[src/hdl/sth_pkg.sv]
// Package for the star tracker sample-and-hold block.
// Holds shared constants, the configuration register indices and the back-end state enum. No dependencies.
package sth_pkg;

	localparam int NUM_TRACKERS_DEF = 3;
	localparam int COMP_WIDTH_DEF   = 16;
	localparam int TIME_WIDTH_DEF   = 32;
	localparam int SLOT_BITS        = 16;
	localparam int CFG_IDX_WIDTH    = 3;
	localparam int CFG_DATA_WIDTH   = 64;
	localparam int MAX_TRACKERS     = 3;

	localparam logic [CFG_IDX_WIDTH-1:0] REG_ERR_A = 3'd0;
	localparam logic [CFG_IDX_WIDTH-1:0] REG_ERR_B = 3'd1;
	localparam logic [CFG_IDX_WIDTH-1:0] REG_ERR_C = 3'd2;
	localparam logic [CFG_IDX_WIDTH-1:0] REG_PER_A = 3'd3;
	localparam logic [CFG_IDX_WIDTH-1:0] REG_PER_B = 3'd4;
	localparam logic [CFG_IDX_WIDTH-1:0] REG_PER_C = 3'd5;

	typedef enum logic [2:0] {
		ST_IDLE,
		ST_LOAD,
		ST_MOD_PH,
		ST_MOD_ST,
		ST_MUL,
		ST_FIN,
		ST_OUT
	} be_state_t;

endpackage

[src/hdl/sth_queue.sv]
// Two-entry request queue between the front end and the back end.
// Generic width; uses no package items.
module sth_queue #(
	parameter int WIDTH = 8
) (
	input  logic             clk,
	input  logic             arst_n,
	input  logic             in_valid,
	output logic             in_ready,
	input  logic [WIDTH-1:0] in_data,
	output logic             out_valid,
	input  logic             out_ready,
	output logic [WIDTH-1:0] out_data
);

	logic [WIDTH-1:0] mem_q [2];
	logic             wr_q;
	logic             rd_q;
	logic [1:0]       cnt_q;
	logic             push;
	logic             pop;

	assign in_ready  = (cnt_q != 2'd2);
	assign out_valid = (cnt_q != 2'd0);
	assign out_data  = mem_q[rd_q];
	assign push      = in_valid && in_ready;
	assign pop       = out_valid && out_ready;

	always_ff @(posedge clk) begin
		if (push) begin
			mem_q[wr_q] <= in_data;
		end
	end

	always_ff @(posedge clk or negedge arst_n) begin
		if (!arst_n) begin
			wr_q  <= 1'b0;
			rd_q  <= 1'b0;
			cnt_q <= 2'd0;
		end else begin
			if (push) begin
				wr_q <= ~wr_q;
			end
			if (pop) begin
				rd_q <= ~rd_q;
			end
			cnt_q <= cnt_q + {1'b0, push} - {1'b0, pop};
		end
	end

endmodule

[src/hdl/sth_divider.sv]
// Restoring remainder unit: one quotient bit per cycle.
// Generic width; uses no package items.
module sth_divider #(
	parameter int WIDTH = 32
) (
	input  logic             clk,
	input  logic             arst_n,
	input  logic             start,
	input  logic [WIDTH-1:0] dividend,
	input  logic [WIDTH-1:0] divisor,
	output logic             done,
	output logic [WIDTH-1:0] remainder
);

	localparam int CW = $clog2(WIDTH + 1);

	logic [WIDTH-1:0] num_q;
	logic [WIDTH-1:0] den_q;
	logic [WIDTH:0]   rem_q;
	logic [CW-1:0]    cnt_q;
	logic             busy_q;
	logic [WIDTH:0]   shifted;
	logic [WIDTH:0]   diff;

	assign shifted   = {rem_q[WIDTH-1:0], num_q[WIDTH-1]};
	assign diff      = shifted - {1'b0, den_q};
	assign remainder = rem_q[WIDTH-1:0];

	always_ff @(posedge clk or negedge arst_n) begin
		if (!arst_n) begin
			busy_q <= 1'b0;
			done   <= 1'b0;
			cnt_q  <= '0;
		end else begin
			done <= 1'b0;
			if (start) begin
				busy_q <= 1'b1;
				cnt_q  <= CW'(WIDTH);
			end else if (busy_q) begin
				cnt_q <= cnt_q - 1'b1;
				if (cnt_q == CW'(1)) begin
					busy_q <= 1'b0;
					done   <= 1'b1;
				end
			end
		end
	end

	always_ff @(posedge clk) begin
		if (start) begin
			num_q <= dividend;
			den_q <= divisor;
			rem_q <= '0;
		end else if (busy_q) begin
			num_q <= {num_q[WIDTH-2:0], 1'b0};
			rem_q <= diff[WIDTH] ? shifted : diff;
		end
	end

endmodule

[src/hdl/sth_back.sv]
// Back end: per tracker phase reduction, refresh decision, Hamilton product and result output.
// Depends on sth_pkg and sth_divider.
module sth_back #(
	parameter int NUM_TRACKERS = sth_pkg::NUM_TRACKERS_DEF,
	parameter int COMP_WIDTH   = sth_pkg::COMP_WIDTH_DEF,
	parameter int TIME_WIDTH   = sth_pkg::TIME_WIDTH_DEF
) (
	input  logic                                         clk,
	input  logic                                         arst_n,
	input  logic                                         req_valid,
	output logic                                         req_ready,
	input  logic [4*COMP_WIDTH+TIME_WIDTH-1:0]           req_data,
	input  logic [sth_pkg::MAX_TRACKERS-1:0][63:0]       err_quat,
	input  logic [sth_pkg::MAX_TRACKERS-1:0][TIME_WIDTH-1:0] period,
	output logic                                         res_valid,
	input  logic                                         res_ready,
	output logic [1:0]                                   res_index,
	output logic [4*COMP_WIDTH-1:0]                      res_meas,
	output logic                                         res_refreshed,
	output logic                                         res_last
);

	localparam int FRAC   = COMP_WIDTH - 2;
	localparam int ELEM   = (COMP_WIDTH < 16) ? COMP_WIDTH : 16;
	localparam int PW     = 2 * COMP_WIDTH;
	localparam int AW     = PW + 3;
	localparam int TW     = TIME_WIDTH;

	sth_pkg::be_state_t state_q, state_d;

	logic signed [COMP_WIDTH-1:0] truth_q [4];
	logic [TW-1:0]                step_q;
	logic [1:0]                   trk_q;
	logic [3:0]                   term_q;
	logic [TW-1:0]                rem_ph_q;
	logic                         refr_q;
	logic signed [AW-1:0]         acc_q;
	logic signed [PW-1:0]         prod_s1;
	logic                         prod_neg_s1;
	logic                         prod_vld_s1;
	logic                         prod_last_s1;
	logic signed [COMP_WIDTH-1:0] held_q [sth_pkg::MAX_TRACKERS][4];
	logic [TW-1:0]                phase_q [sth_pkg::MAX_TRACKERS];

	logic                         div_start;
	logic [TW-1:0]                div_num;
	logic                         div_done;
	logic [TW-1:0]                div_rem;
	logic [TW-1:0]                per_cur;
	logic signed [COMP_WIDTH-1:0] err_e [4];
	logic [1:0]                   li, ri;
	logic                         neg;
	logic signed [AW-1:0]         rnd;
	logic signed [AW-1:0]         lim_hi, lim_lo;
	logic signed [COMP_WIDTH-1:0] sat;
	logic [TW-1:0]                gap;
	logic [TW-1:0]                new_ph;
	logic                         last_trk;

	assign per_cur  = period[trk_q];
	assign last_trk = (trk_q == 2'(NUM_TRACKERS - 1));

	always_comb begin
		for (int k = 0; k < 4; k++) begin
			err_e[k] = COMP_WIDTH'($signed(err_quat[trk_q][k*sth_pkg::SLOT_BITS +: ELEM]))
				<<< (COMP_WIDTH - ELEM);
		end
	end

	// Term table: left index into truth, right index into error, and sign.
	always_comb begin
		li = 2'd0; ri = 2'd0; neg = 1'b0;
		case (term_q)
			4'd0:  begin li = 2'd0; ri = 2'd0; neg = 1'b0; end
			4'd1:  begin li = 2'd1; ri = 2'd1; neg = 1'b1; end
			4'd2:  begin li = 2'd2; ri = 2'd2; neg = 1'b1; end
			4'd3:  begin li = 2'd3; ri = 2'd3; neg = 1'b1; end
			4'd4:  begin li = 2'd0; ri = 2'd1; neg = 1'b0; end
			4'd5:  begin li = 2'd1; ri = 2'd0; neg = 1'b0; end
			4'd6:  begin li = 2'd2; ri = 2'd3; neg = 1'b0; end
			4'd7:  begin li = 2'd3; ri = 2'd2; neg = 1'b1; end
			4'd8:  begin li = 2'd0; ri = 2'd2; neg = 1'b0; end
			4'd9:  begin li = 2'd2; ri = 2'd0; neg = 1'b0; end
			4'd10: begin li = 2'd3; ri = 2'd1; neg = 1'b0; end
			4'd11: begin li = 2'd1; ri = 2'd3; neg = 1'b1; end
			4'd12: begin li = 2'd0; ri = 2'd3; neg = 1'b0; end
			4'd13: begin li = 2'd3; ri = 2'd0; neg = 1'b0; end
			4'd14: begin li = 2'd1; ri = 2'd2; neg = 1'b0; end
			4'd15: begin li = 2'd2; ri = 2'd1; neg = 1'b1; end
			default: begin li = 2'd0; ri = 2'd0; neg = 1'b0; end
		endcase
	end

	// Round half up, then saturate.
	always_comb begin
		rnd    = (acc_q + (AW'(1) <<< (FRAC - 1))) >>> FRAC;
		lim_hi = (AW'(1) <<< (COMP_WIDTH - 1)) - AW'(1);
		lim_lo = -(AW'(1) <<< (COMP_WIDTH - 1));
		if (rnd > lim_hi) begin
			sat = COMP_WIDTH'(lim_hi);
		end else if (rnd < lim_lo) begin
			sat = COMP_WIDTH'(lim_lo);
		end else begin
			sat = COMP_WIDTH'(rnd);
		end
	end

	assign gap    = per_cur - div_rem;
	assign new_ph = (rem_ph_q >= gap) ? (rem_ph_q - gap) : (rem_ph_q + div_rem);
	assign div_num = (state_q == sth_pkg::ST_MOD_PH) ? step_q : phase_q[trk_q];

	sth_divider #(.WIDTH(TW)) u_div (
		.clk       (clk),
		.arst_n    (arst_n),
		.start     (div_start),
		.dividend  (div_num),
		.divisor   (per_cur),
		.done      (div_done),
		.remainder (div_rem)
	);

	always_comb begin
		state_d   = state_q;
		req_ready = 1'b0;
		div_start = 1'b0;
		case (state_q)
			sth_pkg::ST_IDLE: begin
				req_ready = 1'b1;
				if (req_valid) begin
					state_d = sth_pkg::ST_LOAD;
				end
			end
			sth_pkg::ST_LOAD: begin
				if (per_cur == '0) begin
					state_d = sth_pkg::ST_OUT;
				end else begin
					div_start = 1'b1;
					state_d   = sth_pkg::ST_MOD_PH;
				end
			end
			sth_pkg::ST_MOD_PH: begin
				if (div_done) begin
					div_start = 1'b1;
					state_d   = sth_pkg::ST_MOD_ST;
				end
			end
			sth_pkg::ST_MOD_ST: begin
				if (div_done) begin
					state_d = refr_q ? sth_pkg::ST_MUL : sth_pkg::ST_OUT;
				end
			end
			sth_pkg::ST_MUL: begin
				if (prod_vld_s1 && prod_last_s1) begin
					state_d = sth_pkg::ST_FIN;
				end
			end
			sth_pkg::ST_FIN: begin
				state_d = sth_pkg::ST_OUT;
			end
			sth_pkg::ST_OUT: begin
				if (res_ready) begin
					state_d = last_trk ? sth_pkg::ST_IDLE : sth_pkg::ST_LOAD;
				end
			end
			default: state_d = sth_pkg::ST_IDLE;
		endcase
	end

	assign res_valid     = (state_q == sth_pkg::ST_OUT);
	assign res_index     = trk_q;
	assign res_last      = last_trk;
	assign res_refreshed = refr_q;
	assign res_meas      = {held_q[trk_q][3], held_q[trk_q][2], held_q[trk_q][1], held_q[trk_q][0]};

	always_ff @(posedge clk or negedge arst_n) begin
		if (!arst_n) begin
			state_q     <= sth_pkg::ST_IDLE;
			trk_q       <= '0;
			prod_vld_s1 <= 1'b0;
			for (int t = 0; t < sth_pkg::MAX_TRACKERS; t++) begin
				phase_q[t] <= '0;
				held_q[t][0] <= COMP_WIDTH'(1) <<< FRAC;
				for (int k = 1; k < 4; k++) begin
					held_q[t][k] <= '0;
				end
			end
		end else begin
			state_q     <= state_d;
			prod_vld_s1 <= (state_q == sth_pkg::ST_MUL) && !(prod_vld_s1 && prod_last_s1);
			case (state_q)
				sth_pkg::ST_IDLE: begin
					trk_q <= '0;
				end
				sth_pkg::ST_MOD_ST: begin
					if (div_done) begin
						phase_q[trk_q] <= new_ph;
					end
				end
				sth_pkg::ST_FIN: begin
					held_q[trk_q][3] <= sat;
				end
				sth_pkg::ST_OUT: begin
					if (res_ready && !last_trk) begin
						trk_q <= trk_q + 2'd1;
					end
				end
				default: ;
			endcase
			if (state_q == sth_pkg::ST_MUL && prod_vld_s1 && term_q[1:0] == 2'd1
				&& term_q != 4'd1 && !prod_last_s1) begin
				held_q[trk_q][term_q[3:2] - 2'd1] <= sat;
			end
		end
	end

	// Payload: product pipeline and accumulator. A product leaves the multiplier
	// in the cycle after its term is issued; each group of four is summed exactly.
	always_ff @(posedge clk) begin
		if (state_q == sth_pkg::ST_IDLE && req_valid) begin
			for (int k = 0; k < 4; k++) begin
				truth_q[k] <= req_data[k*COMP_WIDTH +: COMP_WIDTH];
			end
			step_q <= req_data[4*COMP_WIDTH +: TW];
		end
		if (state_q == sth_pkg::ST_LOAD && per_cur == '0) begin
			refr_q <= 1'b0;
		end
		if (state_q == sth_pkg::ST_MOD_PH && div_done) begin
			rem_ph_q <= div_rem;
			refr_q   <= (step_q > div_rem);
		end
		if (state_q != sth_pkg::ST_MUL) begin
			term_q       <= '0;
			prod_last_s1 <= 1'b0;
			acc_q        <= '0;
		end else begin
			prod_s1      <= truth_q[li] * err_e[ri];
			prod_neg_s1  <= neg;
			prod_last_s1 <= (term_q == 4'd15) && prod_vld_s1;
			if (term_q != 4'd15) begin
				term_q <= term_q + 4'd1;
			end
			if (prod_vld_s1) begin
				if (term_q[1:0] == 2'd1 && term_q != 4'd1) begin
					acc_q <= prod_neg_s1 ? -AW'(prod_s1) : AW'(prod_s1);
				end else begin
					acc_q <= acc_q + (prod_neg_s1 ? -AW'(prod_s1) : AW'(prod_s1));
				end
			end else if (term_q == 4'd0) begin
				acc_q <= '0;
			end
		end
	end

endmodule

[src/hdl/star_tracker_sample_hold_top.sv]
// Top level of the star tracker sample-and-hold block.
// Depends on sth_pkg, sth_queue and sth_back.

// Three star trackers are modelled. Each accepted request carries a truth
// quaternion and a time step. For every tracker in turn the stored phase is
// reduced modulo the tracker's period, the step is reduced likewise, and when
// the step exceeds the reduced phase the held measurement becomes the Hamilton
// product of truth and the mounting error quaternion (Q1.14, rounded half up,
// saturated). One result per tracker is sent, tlast on the final one. A tracker
// with a non-zero period passes a set-up state, two reductions in the shared
// bit-serial remainder unit and an output state, plus a pass through the
// single shared multiplier when it refreshes; a tracker whose period is zero
// goes from set-up straight to output. The request is first taken from the
// queue in an idle state, and a result may wait for the receiver. A two-entry
// queue sits between the input front end and the back end, so requests are
// taken while results wait.
module star_tracker_sample_hold_top #(
	parameter int NUM_TRACKERS = sth_pkg::NUM_TRACKERS_DEF,
	parameter int COMP_WIDTH   = sth_pkg::COMP_WIDTH_DEF,
	parameter int TIME_WIDTH   = sth_pkg::TIME_WIDTH_DEF
) (
	input  logic                                  clk,
	input  logic                                  arst_n,
	input  logic                                  cfg_we,
	input  logic [sth_pkg::CFG_IDX_WIDTH-1:0]     cfg_index,
	input  logic [sth_pkg::CFG_DATA_WIDTH-1:0]    cfg_data,
	input  logic                                  s_axis_tvalid,
	output logic                                  s_axis_tready,
	// truth_w, truth_x, truth_y, truth_z, step_ticks
	input  logic [((4*COMP_WIDTH+TIME_WIDTH+7)/8)*8-1:0] s_axis_tdata,
	output logic                                  m_axis_tvalid,
	input  logic                                  m_axis_tready,
	// tracker_index, meas_w, meas_x, meas_y, meas_z, refreshed
	output logic [((4*COMP_WIDTH+3+7)/8)*8-1:0]   m_axis_tdata,
	output logic                                  m_axis_tlast
);

	localparam int REQ_W = 4*COMP_WIDTH + TIME_WIDTH;
	localparam int OUT_W = ((4*COMP_WIDTH+3+7)/8)*8;

	logic [sth_pkg::MAX_TRACKERS-1:0][63:0]         err_q;
	logic [sth_pkg::MAX_TRACKERS-1:0][TIME_WIDTH-1:0] per_q;
	logic             q_valid, q_ready;
	logic [REQ_W-1:0] q_data;
	logic [1:0]       r_index;
	logic [4*COMP_WIDTH-1:0] r_meas;
	logic             r_refr;

	// Configuration registers; writes beyond the list are ignored.
	always_ff @(posedge clk or negedge arst_n) begin
		if (!arst_n) begin
			err_q <= '0;
			per_q <= '0;
		end else if (cfg_we) begin
			case (cfg_index)
				sth_pkg::REG_ERR_A: err_q[0] <= cfg_data;
				sth_pkg::REG_ERR_B: err_q[1] <= cfg_data;
				sth_pkg::REG_ERR_C: err_q[2] <= cfg_data;
				sth_pkg::REG_PER_A: per_q[0] <= TIME_WIDTH'(cfg_data[31:0]);
				sth_pkg::REG_PER_B: per_q[1] <= TIME_WIDTH'(cfg_data[31:0]);
				sth_pkg::REG_PER_C: per_q[2] <= TIME_WIDTH'(cfg_data[31:0]);
				default: ;
			endcase
		end
	end

	sth_queue #(.WIDTH(REQ_W)) u_queue (
		.clk       (clk),
		.arst_n    (arst_n),
		.in_valid  (s_axis_tvalid),
		.in_ready  (s_axis_tready),
		.in_data   (s_axis_tdata[REQ_W-1:0]),
		.out_valid (q_valid),
		.out_ready (q_ready),
		.out_data  (q_data)
	);

	sth_back #(
		.NUM_TRACKERS (NUM_TRACKERS),
		.COMP_WIDTH   (COMP_WIDTH),
		.TIME_WIDTH   (TIME_WIDTH)
	) u_back (
		.clk           (clk),
		.arst_n        (arst_n),
		.req_valid     (q_valid),
		.req_ready     (q_ready),
		.req_data      (q_data),
		.err_quat      (err_q),
		.period        (per_q),
		.res_valid     (m_axis_tvalid),
		.res_ready     (m_axis_tready),
		.res_index     (r_index),
		.res_meas      (r_meas),
		.res_refreshed (r_refr),
		.res_last      (m_axis_tlast)
	);

	assign m_axis_tdata = OUT_W'({r_refr, r_meas, r_index});

endmodule
[config.mk]
export PLATFORM = sky130hd
export DESIGN_NAME = star_tracker_sample_hold_top
export DESIGN_NICKNAME = d
export VERILOG_FILES = /design/src/hdl/sth_pkg.sv /design/src/hdl/sth_queue.sv /design/src/hdl/sth_divider.sv /design/src/hdl/sth_back.sv /design/src/hdl/star_tracker_sample_hold_top.sv
export SDC_FILE = /design/constraint.sdc
export NUM_CORES = 2
export LEC_CHECK = 0
export BUFFER_PORTS_ARGS = -buffer_cell sky130_fd_sc_hd__buf_4
export CAP_MARGIN = 40
export CORE_AREA = 3 3 365 331
export CTS_CLUSTER_DIAMETER = 200
export DETAILED_ROUTE_END_ITERATION = 10
export DIE_AREA = 0 0 368 334
export PLACE_DENSITY = 0.72
export SYNTH_ARGS = -nofsm -noshare
export SYNTH_HDL_FRONTEND = slang
export SYNTH_SLANG_ARGS = --single-unit
[constraint.sdc]
create_clock -name clk -period 16.2 [get_ports clk]
set_clock_uncertainty 0.15 [all_clocks]
set_input_delay 1.62 -clock clk [delete_from_list [all_inputs] [get_ports clk]]
set_output_delay 1.62 -clock clk [all_outputs]
set_load 0.01 [all_outputs]
* Yosys cells after proc, flatten, opt, wreduce, memory -nomap -nowiden *
Memories as Yosys holds them, arrays and structs flattened. A register that Yosys moved wholly into a read port is not among the register bits.
Cells that the tools add are included.

operators by class
  $add $sub $neg = 13
  multipliers = 1
  div/mod/pow operators = 0
  $lt $le $gt $ge = 10
  eq/ne operators = 25
  shift operators = 0
  mux-type cells = 68
  bitwise logic cells = 5
  reductions and logical operators = 37

operators by type and width
  kind                                                              count
  bitwise mux 192 bit                                               2
  two-way mux 192 bit                                               2
  two-way mux 32 bit                                                9
  binary-select mux 64 bit (select 2 bit)                           2
  demux 64 bit (select 2 bit)                                       2
  two-way mux 64 bit                                                4
  two-way mux 35 bit                                                4
  binary-select mux 32 bit (select 2 bit)                           2
  bitwise mux 96 bit                                                1
  two-way mux 16 bit                                                6
  demux 32 bit (select 2 bit)                                       1
  subtractor 32 bit                                                 2
  adder 35 x 15 -> 35 bit (second input constant)                   1
  adder 35 bit                                                      1
  negation 32 -> 35 bit                                             1
  subtractor 33 x 32 -> 33 bit                                      1
  adder 32 bit                                                      1
  binary-select mux 16 bit (select 2 bit)                           1
  demux 16 bit (select 2 bit)                                       1
  >= comparator 32 bit                                              1
  greater-than comparator 32 bit                                    1
  zero test 32 bit                                                  1
  multiplier 16 x 16 -> 32 bit                                      1
  greater-than comparator 21 x 16 -> 1 bit (second input constant)  1
  other kinds (39)                                                  110

word-level totals
  register bits after elaboration = 828
  latch bits = 0
  bits in writable memories = 256
  memory bits (read-only) = 80
  input port bits = 168
  output and inout bits = 75
  logic and storage cells = 203
  memories kept = 3

memory list
  memory            depth  bits a word  read ports  clocked after memory_dff  write ports  RTL line         source
  u_queue.mem_q     2      96           1           0                         1            sth_queue.sv:16  logic [WIDTH-1:0] mem_q [2];
  (name not given)  16     5            1           1                         0            sth_back.sv:73   case (term_q)
  u_back.truth_q    4      16           1           0                         4            sth_back.sv:31   logic signed [COMP_WIDTH-1:0] truth_q [4];

* Depth between registers and ports, before layout *
  depth after elaboration = 10
  depth in mapped cells = 32
  mapped depth without buffers = 28

* Modules after synthesis *
From an unflattened synthesis, not the netlist that was laid out.

second synthesis, totals
  cells, all modules = 5861
  area total of the unflattened synthesis = 65098.7 µm²

modules (own cells, without submodules)
  module                        times used  cells an instance  area each (µm²)  seq. area each (µm²)
  sth_back                      1           4327               40446.3          13126.3
  star_tracker_sample_hold_top  1           620                11320.9          7206.9
  sth_queue                     1           321                7160.6           5865.6
  sth_divider                   1           593                6170.9           2762.6

* Least setup slack after synthesis *
Ideal clock, no wire load.

  path type = register to register
  from = register u_back.state_q[1]
  to = register u_queue.cnt_q[1]
  library setup time = 80 ps
  data arrival time = 11658 ps
  data required time = 15970 ps
  setup slack = 4312 ps
  stages on the path, launching flop included = 8
  path buffers = 1
  clock period less this slack = 11888 ps
  cell sequence = dfrtp_1 clkbuf_1 nor4_1 ha_1 inv_1 ha_1 xnor2_1 xnor2_1

on the way
  word-level cells in the longest chain between the ends = 4

ends and longest elaborated chain
  what                       RTL line         source
  from (decl)                sth_back.sv:29   sth_pkg::be_state_t state_q, state_d;
  from (signal assigned)     sth_back.sv:177  state_q <= sth_pkg::ST_IDLE;
  from (signal assigned)     sth_back.sv:188  state_q <= state_d;
  zero test 3 bit            sth_back.sv:126  case (state_q)
  two-way mux 1 bit          sth_back.sv:126
  logical AND 1 bit          sth_queue.sv:27  assign pop = out_valid && out_ready;
  named net u_queue.pop      sth_queue.sv:21  logic pop;
  subtractor 2 x 1 -> 2 bit  sth_queue.sv:47  cnt_q <= cnt_q + {1'b0, push} - {1'b0, pop};
  to (signal assigned)       sth_queue.sv:47
  to (decl)                  sth_queue.sv:19  logic [1:0] cnt_q;

The timed path passes the listed nets, and every way through them passes these cells.
A chain may end at the register's enable or synchronous reset.

* Worst setup path after layout *
  from = register u_back.trk_q[1] (netlist: u_back.res_index[1])
  to = register u_back.prod_s1[31] (data pin)

on the way
  word-level cells in the longest chain between the ends = 6

ends and longest elaborated chain
  what                                                   RTL line         source
  from (decl)                                            sth_back.sv:33   logic [1:0] trk_q;
  from (signal assigned)                                 sth_back.sv:204  trk_q <= trk_q + 2'd1;
  binary-select mux 64 bit (select 2 bit)                sth_back.sv:65   err_e[k] = COMP_WIDTH'($signed(err_quat[trk_q][k*sth_pkg::SLOT_BITS +: ELEM]))
  two-way mux 64 bit (not written as such)               sth_back.sv:65
  binary-select mux 16 bit (select 2 bit)                sth_back.sv:237  prod_s1 <= truth_q[li] * err_e[ri];
  two-way mux 16 bit (not written as such) (2 in a row)  sth_back.sv:237
  multiplier 16 x 16 -> 32 bit                           sth_back.sv:237
  to (signal assigned)                                   sth_back.sv:237
  to (decl)                                              sth_back.sv:38   logic signed [PW-1:0] prod_s1;

No other way between the ends. The select of a mux whose other input is x is not followed.

==> flow_summary.yaml <==
sta:
  hold_violations: 0
  slew_headroom_pct: 24.9
  tightest_slew_ps: 1130
  setup_viol: 0
  grt_setup_unrepaired: "false"
  slew_violations: 0
  max_freq_ghz: 0.110
  period_share_pct: 56.3
  period_minus_slack_ps: 9120
  fin_setup_tns_ps: 0
yosys:
  yosys_warnings: 0
  syn_inst: 5913
  synthFlopType: "dfrtp_1"
  ys_async_sr_fraction_pct: 54.5
  synth.most_common_cell: "nand2_1"
  synth.distinct_cells: 89
  ys_seq_elements: 1089
  synth-seq-area-share_pct: 45.1
  postSynthAreaPerCell_sq_um: 10.9
  syn_area_sq_um: 64200
  yosys-top-cells-area: "dfrtp_1, edfxtp_1, fa_1"
  synth_edf_count: 418
  synth_top_cell_area_share_pct: 23.0
  synth_largest_area_cell: "dfrtp_1"
  yosys-top-cells-count: "nand2_1, dfrtp_1, inv_1"
drt:
  post_drt_wl_per_cell_um: 21.0
  via_count: 45000
  routed_wl_mm: 163
  drtPass1Iterations: 6
  ant_nets: 0
  first_iter_violations: 3956
  drc_errors: 0
  viasPerCell: 5.79
clock_tree:
  post-cts-setup-buffers: 0
  cts_buffers: 110
  cts-resized-gates: 0
  cts_tree: "done"
  cts_hold_buf: 0
  cts_max_level: 3
  root_buffer: "clkbuf_16"
  clock-sinks: 1089
  clock_latency_ps: 750
  clock_path_buffers: 3
  clkTransAtPathRegs_ps: 70
finish:
  drive_gt1_share_pct: 17.1
  fin_util_pct: 61.5
  nFillCells: 9399
  fin_nets: 6817
  area_delta_synth_final_pct: 12.1
  stdcell_area_sq_um: 72000
floorplan:
  start_util_pct: 54.9
  die_w_um: 368
  rows: 119
  die_h_um: 334
  coreArea_sq_um: 117000
  fp.dieArea_sq_um: 123000
  boundaryPins: 243
setup_path:
  worst_r2r_endpoint: "u_back.prod_s1[31]$_DFFE_PN_"
  worstReg2RegStart: "u_back.res_index[1]$_DFFE_PN0P_"
  cp_slowest_cell: "dfrtp_4"
  worst_setup_path_start_kind: "register"
  cpPeakStageDelay_ps: 980
  worstSetupPathType: "register to register"
  crit_top_cell: "fa_1"
  cp_max_fo: 39
  worstPathRequired_ps: 16540
  end_kind: "register"
  reg2reg_setup_slack_ps: 7080
  r2r_cells: 27
  arrival_ps: 9460
global_route:
  grt_pass1_wl_mm: 256
  grt_pass1_vias: 45100
  grt_max_degree: 193
  gr-total-overflow: 0
  grt_usage_pct: 26.5
  antenna_found_initial: 17
run_status:
  status: "finished, final reports clean"
min_path:
  hold_path_depth: 0
  hold_class: "register to register"
  min_to: "u_back.prod_neg_s1$_DFFE_PN_"
  min-delay-start: "u_back.neg$_DFF_P_"
place:
  hpwl_mm: 118
  gp_congestion: 0.920
  place_area_sq_um: 68000
  port-buffer-count: 237
job:
  cap_violations: 0
layout by cell type, fill, tap and decap left out, drive strengths merged, types with 34 or more instances in the layout:
| cell | synthesis | final |
|---|---|---|
| nand2 | 630 | 630 |
| dfrtp | 591 | 591 |
| inv | 444 | 448 |
| o21ai | 445 | 445 |
| mux2 | 419 | 419 |
| edfxtp | 418 | 418 |
| nor2 | 384 | 384 |
| a21oi | 375 | 375 |
| buf | 77 | 345 |
| ha | 288 | 288 |
| fa | 267 | 267 |
| mux2i | 198 | 198 |
| clkbuf | 203 | 150 |
| xnor2 | 144 | 144 |
| a21o | 101 | 101 |
| xor2 | 77 | 77 |
| dfxtp | 77 | 77 |
| nor2b | 70 | 70 |
| nand2b | 64 | 64 |
| nand3 | 63 | 63 |
| o21a | 57 | 57 |
| mux4 | 51 | 51 |
| o211ai | 50 | 50 |
| nor3 | 42 | 42 |
| nand4 | 34 | 34 |
kinds of logic (layout without fill, tap and decap cells):
logic type / count (synthesis) / count (layout) / synth area share [%]
flip-flops: 1089 / 1089 / 45.1
XOR/XNOR: 221 / 221 / 3.01
multiplexers: 668 / 668 / 12.2
buffers and inverters: 724 / 998 / 4.42
AND/OR/NAND/NOR: 1416 / 1416 / 9.77
adder cells (fa/ha/maj): 555 / 555 / 13.9
other: 1 / 12 / 0.00584
AO/OA/AOI/OAI: 1239 / 1239 / 11.5
sequential cells by signal, indices dropped and copies added, names as in the netlist, 6 cells and up:
name and cells:
err_q 192, u_back.held_q 192, u_queue.mem_q 192, per_q 96, u_back.phase_q 96, u_back.truth_q 64
u_back.acc_q 35, u_back.prod_s1 32, u_back.rem_ph_q 32, u_back.step_q 32, u_back.u_div.den_q 32, u_back.u_div.num_q 32
u_back.u_div.rem_q 32, u_back.u_div.cnt_q 6
critical path, delay by kind of cell, from the launching register on:
kind	cells	cell delay, ps
buf+inv	6	1120
simple gates	4	650
compound gates	8	1770
flops	1	980
mux	2	780
fa+ha+maj	7	3340
worst max path at each step:
stage / to / slack (ps) / startpoint
floorplan: u_queue.cnt_q[1]$_DFF_PN0_ / 4310 / u_back.state_q[1]$_DFFE_PN0P_
global placement: u_back.prod_s1[31]$_DFFE_PN_ / 7260 / u_back.res_index[1]$_DFFE_PN0P_
detailed placement: u_back.prod_s1[31]$_DFFE_PN_ / 7100 / u_back.res_index[1]$_DFFE_PN0P_
CTS: u_back.prod_s1[31]$_DFFE_PN_ / 7120 / u_back.res_index[1]$_DFFE_PN0P_
global route: u_back.prod_s1[31]$_DFFE_PN_ / 6560 / u_back.res_index[1]$_DFFE_PN0P_
finish: u_back.prod_s1[31]$_DFFE_PN_ / 7080 / u_back.res_index[1]$_DFFE_PN0P_
cell type report:
class                      instances  area [sq um]  share of cell area, %
clock inverter                    59           843                   1.17
clock buffer                     150          3130                   4.34
multi-input combinational       4104         32500                   45.2
sequential                      1089         29000                   40.3
antenna                            7          17.5                 0.0243
tap                             1573          1970                   2.73
timing repair buffer             345          2860                   3.97
inverter                         444          1670                   2.32
layer usage:
metal	vias up	track usage [%]	wire, um
li1	21000	-	-
met1	22300	38.3	74100
met2	1383	41.2	73400
met3	253	4.77	11200
met4	6	7.68	4300
met5	-	0	45
stage by stage:
step,cells,hold slack (ps),setup slack [ps]
floorplan,5917,236,4310
global placement,7530,241,7260
detailed placement,7555,250,7100
CTS,7764,265,7120
global route,7767,273,6560
finish,7771,265,7080
Power is not shown: default switching activity piles up to over one toggle a cycle in this logic, so the estimate is an artifact.
